**src/hdl/sit_pkg.sv**
```systemverilog
// Shared types and defaults for the sorted interval table.
// Used by the channel interfaces, the compare unit and the top level.
package sit_pkg;

   localparam int DEF_TABLE_DEPTH  = 16;
   localparam int DEF_ADDRESS_BITS = 48;
   localparam int DEF_TAG_BITS     = 32;

   typedef enum logic {
      ACT_LOOKUP = 1'b0,
      ACT_ADD    = 1'b1
   } action_type;

   typedef enum logic [1:0] {
      ST_DONE     = 2'd0,
      ST_REPLACED = 2'd1,
      ST_EMPTY    = 2'd2,
      ST_FULL     = 2'd3
   } status_type;

   typedef enum logic [3:0] {
      S_IDLE,
      S_LK_RD,
      S_LK_CMP,
      S_MT_RD,
      S_MT_CMP,
      S_RM_RD,
      S_RM_WR,
      S_POS_INIT,
      S_POS_RD,
      S_POS_CMP,
      S_SH_RD,
      S_SH_WR,
      S_INS,
      S_RESP
   } state_type;

   typedef struct packed {
      logic covers;
      logic start_le;
      logic match;
   } cmp_type;

endpackage

```
**src/hdl/sit_ifs.sv**
```systemverilog
// Request and response channel interfaces of the sorted interval table.
// Depends on sit_pkg for the action and status types.
interface sit_req_if import sit_pkg::*; #(
   parameter int ADDRESS_BITS = DEF_ADDRESS_BITS,
   parameter int TAG_BITS     = DEF_TAG_BITS
) ();
   logic                    valid;
   logic                    ready;
   action_type              action;
   logic [ADDRESS_BITS-1:0] address;
   logic [ADDRESS_BITS-1:0] span;
   logic [TAG_BITS-1:0]     tag;

   modport source (output valid, action, address, span, tag, input ready);
   modport sink (input valid, action, address, span, tag, output ready);
endinterface

interface sit_rsp_if import sit_pkg::*; #(
   parameter int ADDRESS_BITS = DEF_ADDRESS_BITS,
   parameter int TAG_BITS     = DEF_TAG_BITS
) ();
   logic                    valid;
   logic                    ready;
   logic                    hit;
   logic [ADDRESS_BITS-1:0] found_start;
   logic [ADDRESS_BITS-1:0] found_length;
   logic [TAG_BITS-1:0]     found_tag;
   status_type              status;

   modport source (output valid, hit, found_start, found_length, found_tag, status,
                   input ready);
   modport sink (input valid, hit, found_start, found_length, found_tag, status,
                 output ready);
endinterface

```
**src/hdl/sit_mem.sv**
```systemverilog
// Entry storage of the sorted interval table: one write and one read port.
// Read data is registered; no dependencies.
module sit_mem #(
   parameter int DEPTH = 16,
   parameter int WIDTH = 128
) (
   input  logic                     clock,
   input  logic                     wr_en,
   input  logic [$clog2(DEPTH)-1:0] wr_addr,
   input  logic [WIDTH-1:0]         wr_data,
   input  logic [$clog2(DEPTH)-1:0] rd_addr,
   output logic [WIDTH-1:0]         rd_data
);

   logic [WIDTH-1:0] mem_ff [DEPTH];
   logic [WIDTH-1:0] rd_data_ff;

   always_ff @(posedge clock) begin
      if (wr_en) begin
         mem_ff[wr_addr] <= wr_data;
      end
   end

   always_ff @(posedge clock) begin
      rd_data_ff <= mem_ff[rd_addr];
   end

   assign rd_data = rd_data_ff;

endmodule

```
**src/hdl/sit_cmp.sv**
```systemverilog
// Shared compare unit: tests one stored entry against the latched key.
// Depends on sit_pkg for the result struct.
module sit_cmp import sit_pkg::*; #(
   parameter int ADDRESS_BITS = DEF_ADDRESS_BITS
) (
   input  logic [ADDRESS_BITS-1:0] entry_start,
   input  logic [ADDRESS_BITS-1:0] entry_length,
   input  logic [ADDRESS_BITS-1:0] key_address,
   input  logic [ADDRESS_BITS-1:0] key_span,
   output cmp_type                 result
);

   logic [ADDRESS_BITS:0] diff;

   // The borrow bit tells whether the key lies below the entry start.
   assign diff = {1'b0, key_address} - {1'b0, entry_start};

   always_comb begin
      result.start_le = ~diff[ADDRESS_BITS];
      result.covers   = ~diff[ADDRESS_BITS] && (diff[ADDRESS_BITS-1:0] < entry_length);
      result.match    = (entry_start == key_address) && (entry_length == key_span);
   end

endmodule

```
**src/hdl/sorted_interval_table.sv**
```systemverilog
// A table of up to TABLE_DEPTH address intervals kept sorted by start. A beat on the
// request channel either asks to add an interval or looks up an address, and each
// request gives exactly one response beat. One request is worked on at a time through
// an entry memory with one write port, one registered read port and one shared compare
// unit. A lookup reads and compares entries in turn until one covers the address, one
// starts above it or the last has been examined. An add may run the match scan, the shift
// that closes a replaced entry's gap, the position scan and the shift that opens the
// insertion slot, each of which handles an entry with a read state followed by a
// compare or write state. A new request is taken while a finished response still waits
// on the response channel; a request that finishes while the previous beat still waits
// holds until that beat is taken.
// Depends on sit_pkg, sit_ifs, sit_mem and sit_cmp.
module sorted_interval_table import sit_pkg::*; #(
   parameter int TABLE_DEPTH  = DEF_TABLE_DEPTH,
   parameter int ADDRESS_BITS = DEF_ADDRESS_BITS,
   parameter int TAG_BITS     = DEF_TAG_BITS
) (
   input logic       clock,
   input logic       reset,
   sit_req_if.sink   req_if,
   sit_rsp_if.source rsp_if
);

   localparam int IDX_BITS  = $clog2(TABLE_DEPTH);
   localparam int CNT_BITS  = $clog2(TABLE_DEPTH + 1);
   localparam int WORD_BITS = 2 * ADDRESS_BITS + TAG_BITS;

   state_type               state_ff, state_in;
   logic [CNT_BITS-1:0]     cnt_ff, cnt_in;
   logic [CNT_BITS-1:0]     idx_ff, idx_in;
   logic [IDX_BITS-1:0]     pos_ff, pos_in;
   logic                    replaced_ff, replaced_in;
   action_type              act_ff, act_in;
   logic [ADDRESS_BITS-1:0] addr_ff, addr_in;
   logic [ADDRESS_BITS-1:0] span_ff, span_in;
   logic [TAG_BITS-1:0]     tag_ff, tag_in;
   logic                    res_hit_ff, res_hit_in;
   logic [ADDRESS_BITS-1:0] res_start_ff, res_start_in;
   logic [ADDRESS_BITS-1:0] res_len_ff, res_len_in;
   logic [TAG_BITS-1:0]     res_tag_ff, res_tag_in;
   status_type              res_status_ff, res_status_in;
   logic                    rsp_valid_ff, rsp_valid_in;
   logic                    rsp_hit_ff, rsp_hit_in;
   logic [ADDRESS_BITS-1:0] rsp_start_ff, rsp_start_in;
   logic [ADDRESS_BITS-1:0] rsp_len_ff, rsp_len_in;
   logic [TAG_BITS-1:0]     rsp_tag_ff, rsp_tag_in;
   status_type              rsp_status_ff, rsp_status_in;

   logic                    req_accept;
   logic                    rsp_free;
   logic [CNT_BITS-1:0]     idx_inc;
   logic                    last;
   logic                    full;

   logic                    mem_we;
   logic [IDX_BITS-1:0]     mem_waddr;
   logic [WORD_BITS-1:0]    mem_wdata;
   logic [IDX_BITS-1:0]     mem_raddr;
   logic [WORD_BITS-1:0]    mem_rdata;
   logic [ADDRESS_BITS-1:0] ent_start;
   logic [ADDRESS_BITS-1:0] ent_len;
   logic [TAG_BITS-1:0]     ent_tag;
   cmp_type                 cmp;

   sit_mem #(
      .DEPTH (TABLE_DEPTH),
      .WIDTH (WORD_BITS)
   ) u_mem (
      .clock   (clock),
      .wr_en   (mem_we),
      .wr_addr (mem_waddr),
      .wr_data (mem_wdata),
      .rd_addr (mem_raddr),
      .rd_data (mem_rdata)
   );

   assign ent_start = mem_rdata[WORD_BITS-1 -: ADDRESS_BITS];
   assign ent_len   = mem_rdata[ADDRESS_BITS+TAG_BITS-1 -: ADDRESS_BITS];
   assign ent_tag   = mem_rdata[TAG_BITS-1:0];

   sit_cmp #(
      .ADDRESS_BITS (ADDRESS_BITS)
   ) u_cmp (
      .entry_start  (ent_start),
      .entry_length (ent_len),
      .key_address  (addr_ff),
      .key_span     (span_ff),
      .result       (cmp)
   );

   assign req_accept = req_if.valid && req_if.ready;
   assign rsp_free   = !rsp_valid_ff || rsp_if.ready;
   assign idx_inc    = idx_ff + CNT_BITS'(1);
   assign last       = (idx_inc == cnt_ff);
   assign full       = (cnt_ff == CNT_BITS'(TABLE_DEPTH));

   assign req_if.ready        = (state_ff == S_IDLE);
   assign rsp_if.valid        = rsp_valid_ff;
   assign rsp_if.hit          = rsp_hit_ff;
   assign rsp_if.found_start  = rsp_start_ff;
   assign rsp_if.found_length = rsp_len_ff;
   assign rsp_if.found_tag    = rsp_tag_ff;
   assign rsp_if.status       = rsp_status_ff;

   // Next state.
   always_comb begin
      state_in = state_ff;
      unique case (state_ff)
         S_IDLE: begin
            if (req_accept) begin
               if (req_if.action == ACT_ADD) begin
                  if (req_if.span == '0) begin
                     state_in = S_RESP;
                  end else if (cnt_ff == '0) begin
                     state_in = S_INS;
                  end else begin
                     state_in = S_MT_RD;
                  end
               end else if (cnt_ff == '0) begin
                  state_in = S_RESP;
               end else begin
                  state_in = S_LK_RD;
               end
            end
         end
         S_LK_RD: state_in = S_LK_CMP;
         S_LK_CMP: begin
            if (cmp.covers || !cmp.start_le || last) begin
               state_in = S_RESP;
            end else begin
               state_in = S_LK_RD;
            end
         end
         S_MT_RD: state_in = S_MT_CMP;
         S_MT_CMP: begin
            if (cmp.match) begin
               state_in = last ? S_POS_INIT : S_RM_RD;
            end else if (last) begin
               state_in = full ? S_RESP : S_POS_INIT;
            end else begin
               state_in = S_MT_RD;
            end
         end
         S_RM_RD: state_in = S_RM_WR;
         S_RM_WR: state_in = last ? S_POS_INIT : S_RM_RD;
         S_POS_INIT: state_in = (cnt_ff == '0) ? S_INS : S_POS_RD;
         S_POS_RD: state_in = S_POS_CMP;
         S_POS_CMP: begin
            if (cmp.start_le) begin
               state_in = last ? S_INS : S_POS_RD;
            end else begin
               state_in = S_SH_RD;
            end
         end
         S_SH_RD: state_in = S_SH_WR;
         S_SH_WR: state_in = (idx_ff[IDX_BITS-1:0] == pos_ff) ? S_INS : S_SH_RD;
         S_INS: state_in = S_RESP;
         S_RESP: state_in = rsp_free ? S_IDLE : S_RESP;
         default: state_in = S_IDLE;
      endcase
   end

   // Datapath, memory control and result registers.
   always_comb begin
      cnt_in        = cnt_ff;
      idx_in        = idx_ff;
      pos_in        = pos_ff;
      replaced_in   = replaced_ff;
      act_in        = act_ff;
      addr_in       = addr_ff;
      span_in       = span_ff;
      tag_in        = tag_ff;
      res_hit_in    = res_hit_ff;
      res_start_in  = res_start_ff;
      res_len_in    = res_len_ff;
      res_tag_in    = res_tag_ff;
      res_status_in = res_status_ff;
      rsp_valid_in  = rsp_valid_ff && !rsp_if.ready;
      rsp_hit_in    = rsp_hit_ff;
      rsp_start_in  = rsp_start_ff;
      rsp_len_in    = rsp_len_ff;
      rsp_tag_in    = rsp_tag_ff;
      rsp_status_in = rsp_status_ff;
      mem_we        = 1'b0;
      mem_waddr     = idx_ff[IDX_BITS-1:0];
      mem_wdata     = mem_rdata;
      mem_raddr     = idx_ff[IDX_BITS-1:0];
      unique case (state_ff)
         S_IDLE: begin
            if (req_accept) begin
               act_in        = req_if.action;
               addr_in       = req_if.address;
               span_in       = req_if.span;
               tag_in        = req_if.tag;
               replaced_in   = 1'b0;
               idx_in        = '0;
               res_hit_in    = 1'b0;
               res_start_in  = '0;
               res_len_in    = '0;
               res_tag_in    = '0;
               res_status_in = ((req_if.action == ACT_ADD) && (req_if.span == '0)) ?
                               ST_EMPTY : ST_DONE;
            end
         end
         S_LK_CMP: begin
            if (cmp.covers) begin
               res_hit_in   = 1'b1;
               res_start_in = ent_start;
               res_len_in   = ent_len;
               res_tag_in   = ent_tag;
            end else if (cmp.start_le && !last) begin
               idx_in = idx_inc;
            end
         end
         S_MT_CMP: begin
            if (cmp.match) begin
               replaced_in = 1'b1;
               if (last) begin
                  cnt_in = cnt_ff - CNT_BITS'(1);
               end else begin
                  idx_in = idx_inc;
               end
            end else if (last) begin
               if (full) begin
                  res_status_in = ST_FULL;
               end
            end else begin
               idx_in = idx_inc;
            end
         end
         S_RM_WR: begin
            // Close the gap left by the replaced entry.
            mem_we    = 1'b1;
            mem_waddr = IDX_BITS'(idx_ff - CNT_BITS'(1));
            if (last) begin
               cnt_in = cnt_ff - CNT_BITS'(1);
            end else begin
               idx_in = idx_inc;
            end
         end
         S_POS_INIT: idx_in = '0;
         S_POS_CMP: begin
            if (cmp.start_le) begin
               idx_in = idx_inc;
            end else begin
               pos_in = idx_ff[IDX_BITS-1:0];
               idx_in = cnt_ff - CNT_BITS'(1);
            end
         end
         S_SH_WR: begin
            // Open the insertion slot, moving from the tail downward.
            mem_we    = 1'b1;
            mem_waddr = idx_inc[IDX_BITS-1:0];
            if (idx_ff[IDX_BITS-1:0] != pos_ff) begin
               idx_in = idx_ff - CNT_BITS'(1);
            end
         end
         S_INS: begin
            mem_we        = 1'b1;
            mem_wdata     = {addr_ff, span_ff, tag_ff};
            cnt_in        = cnt_ff + CNT_BITS'(1);
            res_status_in = replaced_ff ? ST_REPLACED : ST_DONE;
         end
         S_RESP: begin
            if (rsp_free) begin
               rsp_valid_in  = 1'b1;
               rsp_hit_in    = res_hit_ff;
               rsp_start_in  = res_start_ff;
               rsp_len_in    = res_len_ff;
               rsp_tag_in    = res_tag_ff;
               rsp_status_in = res_status_ff;
            end
         end
         default: begin
         end
      endcase
   end

   always_ff @(posedge clock) begin
      if (reset) begin
         state_ff     <= S_IDLE;
         cnt_ff       <= '0;
         rsp_valid_ff <= 1'b0;
      end else begin
         state_ff     <= state_in;
         cnt_ff       <= cnt_in;
         rsp_valid_ff <= rsp_valid_in;
      end
   end

   always_ff @(posedge clock) begin
      idx_ff        <= idx_in;
      pos_ff        <= pos_in;
      replaced_ff   <= replaced_in;
      act_ff        <= act_in;
      addr_ff       <= addr_in;
      span_ff       <= span_in;
      tag_ff        <= tag_in;
      res_hit_ff    <= res_hit_in;
      res_start_ff  <= res_start_in;
      res_len_ff    <= res_len_in;
      res_tag_ff    <= res_tag_in;
      res_status_ff <= res_status_in;
      rsp_hit_ff    <= rsp_hit_in;
      rsp_start_ff  <= rsp_start_in;
      rsp_len_ff    <= rsp_len_in;
      rsp_tag_ff    <= rsp_tag_in;
      rsp_status_ff <= rsp_status_in;
   end

   // The entry count never exceeds the table depth.
   a_cnt_bound: assert property (@(posedge clock) disable iff (reset)
      cnt_ff <= CNT_BITS'(TABLE_DEPTH))
      else $error("entry count exceeds table depth");

   // The table is written only while an add is in progress.
   a_write_on_add: assert property (@(posedge clock) disable iff (reset)
      mem_we |-> (act_ff == ACT_ADD))
      else $error("table written during a lookup");

   // No write lands beyond the slot just past the last valid entry.
   a_write_addr: assert property (@(posedge clock) disable iff (reset)
      mem_we |-> (CNT_BITS'(mem_waddr) <= cnt_ff))
      else $error("table write beyond the valid entries");

   // The count moves by at most one entry per cycle.
   a_cnt_step: assert property (@(posedge clock) disable iff (reset)
      !$past(reset) |-> ((cnt_ff == $past(cnt_ff)) ||
                         (cnt_ff == $past(cnt_ff) + CNT_BITS'(1)) ||
                         (cnt_ff == $past(cnt_ff) - CNT_BITS'(1))))
      else $error("entry count jumped");

   // A response beat that reports a hit carries the done status, as a lookup gives.
   a_hit_status: assert property (@(posedge clock) disable iff (reset)
      (rsp_valid_ff && rsp_hit_ff) |-> (rsp_status_ff == ST_DONE))
      else $error("hit reported with an add status");

endmodule
```
**src/flat_wrapper.sv**
```systemverilog
// flat-port wrapper written by rule: the top's interface ports become plain ports
module sorted_interval_table_flat import sit_pkg::*;
#(
   parameter int TABLE_DEPTH  = DEF_TABLE_DEPTH,
   parameter int ADDRESS_BITS = DEF_ADDRESS_BITS,
   parameter int TAG_BITS     = DEF_TAG_BITS
)
  (clock, reset, req_if_valid, req_if_action, req_if_address, req_if_span, req_if_tag, req_if_ready, rsp_if_valid, rsp_if_hit, rsp_if_found_start, rsp_if_found_length, rsp_if_found_tag, rsp_if_status, rsp_if_ready);
  sit_req_if #(.ADDRESS_BITS(ADDRESS_BITS), .TAG_BITS(TAG_BITS)) req_if_i ();
  sit_rsp_if #(.ADDRESS_BITS(ADDRESS_BITS), .TAG_BITS(TAG_BITS)) rsp_if_i ();
  input logic clock;
  input logic reset;
  input wire logic [$bits(req_if_i.valid)-1:0] req_if_valid;
  input wire logic [$bits(req_if_i.action)-1:0] req_if_action;
  input wire logic [$bits(req_if_i.address)-1:0] req_if_address;
  input wire logic [$bits(req_if_i.span)-1:0] req_if_span;
  input wire logic [$bits(req_if_i.tag)-1:0] req_if_tag;
  output wire logic [$bits(req_if_i.ready)-1:0] req_if_ready;
  output wire logic [$bits(rsp_if_i.valid)-1:0] rsp_if_valid;
  output wire logic [$bits(rsp_if_i.hit)-1:0] rsp_if_hit;
  output wire logic [$bits(rsp_if_i.found_start)-1:0] rsp_if_found_start;
  output wire logic [$bits(rsp_if_i.found_length)-1:0] rsp_if_found_length;
  output wire logic [$bits(rsp_if_i.found_tag)-1:0] rsp_if_found_tag;
  output wire logic [$bits(rsp_if_i.status)-1:0] rsp_if_status;
  input wire logic [$bits(rsp_if_i.ready)-1:0] rsp_if_ready;
  assign req_if_i.valid = req_if_valid;
  assign req_if_i.action = req_if_action;
  assign req_if_i.address = req_if_address;
  assign req_if_i.span = req_if_span;
  assign req_if_i.tag = req_if_tag;
  assign req_if_ready = req_if_i.ready;
  assign rsp_if_valid = rsp_if_i.valid;
  assign rsp_if_hit = rsp_if_i.hit;
  assign rsp_if_found_start = rsp_if_i.found_start;
  assign rsp_if_found_length = rsp_if_i.found_length;
  assign rsp_if_found_tag = rsp_if_i.found_tag;
  assign rsp_if_status = rsp_if_i.status;
  assign rsp_if_i.ready = rsp_if_ready;
  sorted_interval_table #(.TABLE_DEPTH(TABLE_DEPTH), .ADDRESS_BITS(ADDRESS_BITS), .TAG_BITS(TAG_BITS)) u_core (.clock(clock), .reset(reset), .req_if(req_if_i), .rsp_if(rsp_if_i));
endmodule
```
**config.mk**
```make
export PLATFORM = sky130hd
export DESIGN_NAME = sorted_interval_table_flat
export DESIGN_NICKNAME = d
export VERILOG_FILES = /design/src/hdl/sit_pkg.sv /design/src/hdl/sit_ifs.sv /design/src/hdl/sit_mem.sv /design/src/hdl/sit_cmp.sv /design/src/hdl/sorted_interval_table.sv /design/src/flat_wrapper.sv
export SDC_FILE = /design/constraint.sdc
export NUM_CORES = 2
export LEC_CHECK = 0
export BUFFER_PORTS_ARGS = -buffer_cell sky130_fd_sc_hd__clkbuf_2
export CAP_MARGIN = 5
export CORE_ASPECT_RATIO = 0.5
export CORE_UTILIZATION = 50
export DETAILED_ROUTE_END_ITERATION = 7
export PLACE_DENSITY = 0.69
export RECOVER_POWER = 25
export SYNTH_ARGS = -nofsm -noshare
export SYNTH_HDL_FRONTEND = slang
export SYNTH_SLANG_ARGS = --single-unit
```
**constraint.sdc**
```tcl
create_clock -name clock -period 14.14 [get_ports clock]
set_input_delay 0 -clock clock [delete_from_list [all_inputs] [get_ports clock]]
set_output_delay 0 -clock clock [all_outputs]
set_load 0.005 [all_outputs]
```
==> flow_summary.yaml <==
setup_path:
  slowest_delay_ns: 2.59
  required_ns: 14.86
  cp-end-kind: "flip-flop"
  cp.depth: 7
  crit_chain: "clkbuf_1, clkbuf_1, buf_4, buf_4, buf_4, mux4_2, mux4_2"
  crit_buf_inv: 5
  timing.rr.start: "u_core.idx_ff[0]"
  crit_slowest_cell: "clkbuf_1"
  crit_fanout: 49
  rrSetupSlack_ns: 4.76
  crit_family: "buffers and inverters"
  arrival_ns: 10.10
  reg2reg_to: "u_core.u_mem.rd_data[36]"
  r2r_cells: 7
  path_class: "reg2reg"
  startpoint_type: "flip-flop"
  cpMostUsedCell: "buf_4"
timing:
  finalSetupTns_ns: 0
  drv_slew: 643
  fin_hold_ws_ns: 0.0828
  fin_crit_sh_pct: 66.3
  finalHoldViolCount: 0
  max_freq_ghz: 0.107
  relSlewSlack_pct: -233
  skew_ns: 0.0409
  worstMarginPinSlew_ns: 4.97
  fin_crit_ns: 9.38
  rsz0062_at_grt: "false"
  setup_viol: 0
  final.setup.worst_slack_ns: 4.76
cts:
  clk_latency_ns: 0.86
  cts-resized-gates: 0
  cts_root_buf: "clkbuf_16"
  clkSinkCount: 2586
  cts_tree: "done"
  cts-buffers-inserted: 217
  cts_setup_buffers: 0
  cts-htree-levels: 4
  cts_buffer_depth: 3
  clk_pin_slew_ns: 0.07
finish:
  fillers: 14055
  multi_input_area_um2: 22000
  drive_above_1_share_pct: 22.3
  num-nets-final: 5695
  area_growth_pct: 15.0
  fin_area_um2: 114000
  ff_latch_area_um2: 76300
synth:
  synth.most_common_cell: "edfxtp_1"
  avgSynthCellArea_um2: 20.8
  ys_seq_area_share_pct: 76.7
  synth_flop_cell: "edfxtp_1"
  synth_cells: 4792
  ys_seq_elements: 2586
  netlist_top_cells_area: "edfxtp_1 74%, mux4_2 14%, dfxtp_1 2.8%, ha_1 1.2%, nand2_1 1.0%"
  synth_cell_types: 81
  synth-async-reset-ratio_pct: 0
  yosysTopAreaCell: "edfxtp_1"
  yosysWarnings: 0
  synth_top_area_share_pct: 73.9
  syn_nets: 5025
  synth_commonest_cells: "2448 x edfxtp_1, 640 x mux4_2, 271 x nand2_1, 165 x nor2_1, 146 x o21ai_0"
  synth-edff-count: 2448
  syn_area_um2: 99500
worst_hold_path:
  hold_path_depth: 3
  hold_class: "in2reg"
  worstHoldStart: "reset"
  min_to: "u_core.cnt_ff[0]"
pwr:
  comb_power_share_pct: 31.6
  p_int_mw: 17.7
  p_sw_share_pct: 31.9
  finalPower_mw: 25.9
  power.density_nw_per_um2: 227
  clkPwrFrac_pct: 24.4
  irDropWorstVdd_v: 0.000224
  power.leakage_nw: 37.1
  switchingPower_mw: 8.27
  seqPwrFrac_pct: 44.0
global_routing:
  grt_pass1_wl_mm: 358
  met2_usage_pct: 41.6
  grt_util_met3_pct: 3.76
  grt_pass1_vias: 51521
  antenna_found_initial: 8
  use_met1_pct: 33.6
  grt_max_degree: 160
  grt_overflow: 0
  top_usage_layer: "met2"
  grt.total_usage_pct: 24.8
floorplanning:
  die_h_um: 317
  core_um2: 197000
  floorplan.initialDensity_pct: 50.5
  die-area_um2: 201000
  ios: 266
  rows: 115
  die_w_um: 633
detailed_routing:
  via_per_inst: 6.12
  ant_nets: 0
  routed_wl_mm: 249
  drt_iter0_markers: 6479
  drcViolationCount: 0
  routedWlPerCell_um: 30.0
  via_count: 50704
  dr.pass1.iters: 7
placement:
  pre_cts_ws_ns: 7.36
  place_area_um2: 105000
  globalplace.congestion: 0.953
  dp_hpwl_mm: 137
  port_buffers: 265
run_status:
  run_status: "complete, but fails checks"
  failed_checks: "capacitance limit, slew limit"
flow_run:
  maxCapViolations: 18
final cells by class:
type | count | share of cell area [%]
sequential | 2586 | 66.7
clock inverter | 124 | 1.36
tap | 2632 | 2.88
multi-input combinational | 1864 | 19.3
inverter | 121 | 0.405
timing repair buffer | 672 | 4.16
antenna | 4 | 0.00875
clock buffer | 286 | 5.27
worst register-to-register path, cell delays in order, from the launching register on:
cell	delay (ns)
edfxtp_1	0.35
clkbuf_1	2.59
clkbuf_1	2.54
buf_4	0.90
buf_4	0.80
buf_4	0.91
mux4_2	0.69
mux4_2	0.47
state kept, by name, indices dropped and copies added, names as in the netlist, 32 cells and up:
signal	cells
u_core.addr_ff	48
u_core.res_len_ff	48
u_core.res_start_ff	48
u_core.res_tag_ff	32
u_core.rsp_if.found_length	48
u_core.rsp_if.found_start	48
u_core.rsp_if.found_tag	32
u_core.span_ff	48
u_core.tag_ff	32
u_core.u_mem.mem_ff	2048
u_core.u_mem.rd_data	128
layout by cell type (no fill, tap or decap), types with 16 or more instances in the layout:
master and instances:
inv_1 119, clkbuf_8 23, clkbuf_2 122, edfxtp_1 2448, xor2_1 63, nor4_1 29, buf_4 98, mux4_2 640
xnor2_1 48, clkinv_1 20, dfxtp_1 138, clkbuf_16 222, clkbuf_1 224, o21ai_1 37, bufinv_16 34, nand3_1 21
a21oi_1 86, nor2_4 16, ha_1 99, o21ai_0 113, nand2_1 269, a21o_1 24, nor2_1 149, dlygate4sd3_1 262
nand4_1 25, and2_0 27, clkinv_2 46
how the worst max path moves through the flow:
stage / start / to / slack, ns
finish: u_core.idx_ff[0] / u_core.u_mem.rd_data[36] / 4.76
floorplan: u_core.idx_ff[0] / u_core.u_mem.mem_ff[1][0] / 5.77
detailed placement: u_core.addr_ff[1] / u_core.res_tag_ff[19] / 7.36
CTS: u_core.addr_ff[1] / u_core.res_tag_ff[19] / 7.32
global route: u_core.idx_ff[0] / u_core.u_mem.rd_data[45] / 3.61
global placement: u_core.addr_ff[0] / u_core.res_tag_ff[19] / 7.46
power by group through the flow:
stage / Sequential (mW) / Clock, mW / Combinational, mW
CTS: 11.4 / 6.39 / 8.16
global placement: 11.5 / 0 / 7.83
floorplan: 11.5 / 0 / 5.43
detailed placement: 11.5 / 0 / 8.05
global route: 11.5 / 6.70 / 8.73
finish: 11.4 / 6.34 / 8.20
metrics by stage:
| stage | cells | util, % |
|---|---|---|
| 3_5_place_dp | 7610 | 53.0 |
| 5_1_grt | 8286 | 58.0 |
| 2_1_floorplan | 4792 | - |
| 4_1_cts | 8282 | 58.2 |
| 6_report | 8289 | 58.0 |
| 3_3_place_gp | 7608 | 53.0 |
per-layer routing:
| metal | vias up | share of wire [%] |
|---|---|---|
| met5 | - | 0.0056 |
| met4 | 2 | 3.5 |
| met3 | 463 | 7.4 |
| met2 | 2471 | 50 |
| met1 | 26886 | 39 |
| li1 | 20882 | - |
timing repair:
| action | in CTS | in global routing |
|---|---|---|
| hold buffers | 262 | 0 |
| hold endpoints to repair | 176 | 0 |
| setup endpoints to repair | 0 | 0 |
logic make-up after synthesis:
| kind of cell | Yosys count | share of synthesized area (%) |
|---|---|---|
| buffers and inverters | 342 | 1.33 |
| AO/OA/AOI/OAI | 365 | 2.24 |
| adder cells (fa/ha/maj) | 100 | 1.27 |
| AND/OR/NAND/NOR | 639 | 2.93 |
| XOR/XNOR | 112 | 0.994 |
| flip-flops | 2586 | 76.7 |
| multiplexers | 648 | 14.6 |
(Power assumes the default switching activity.)
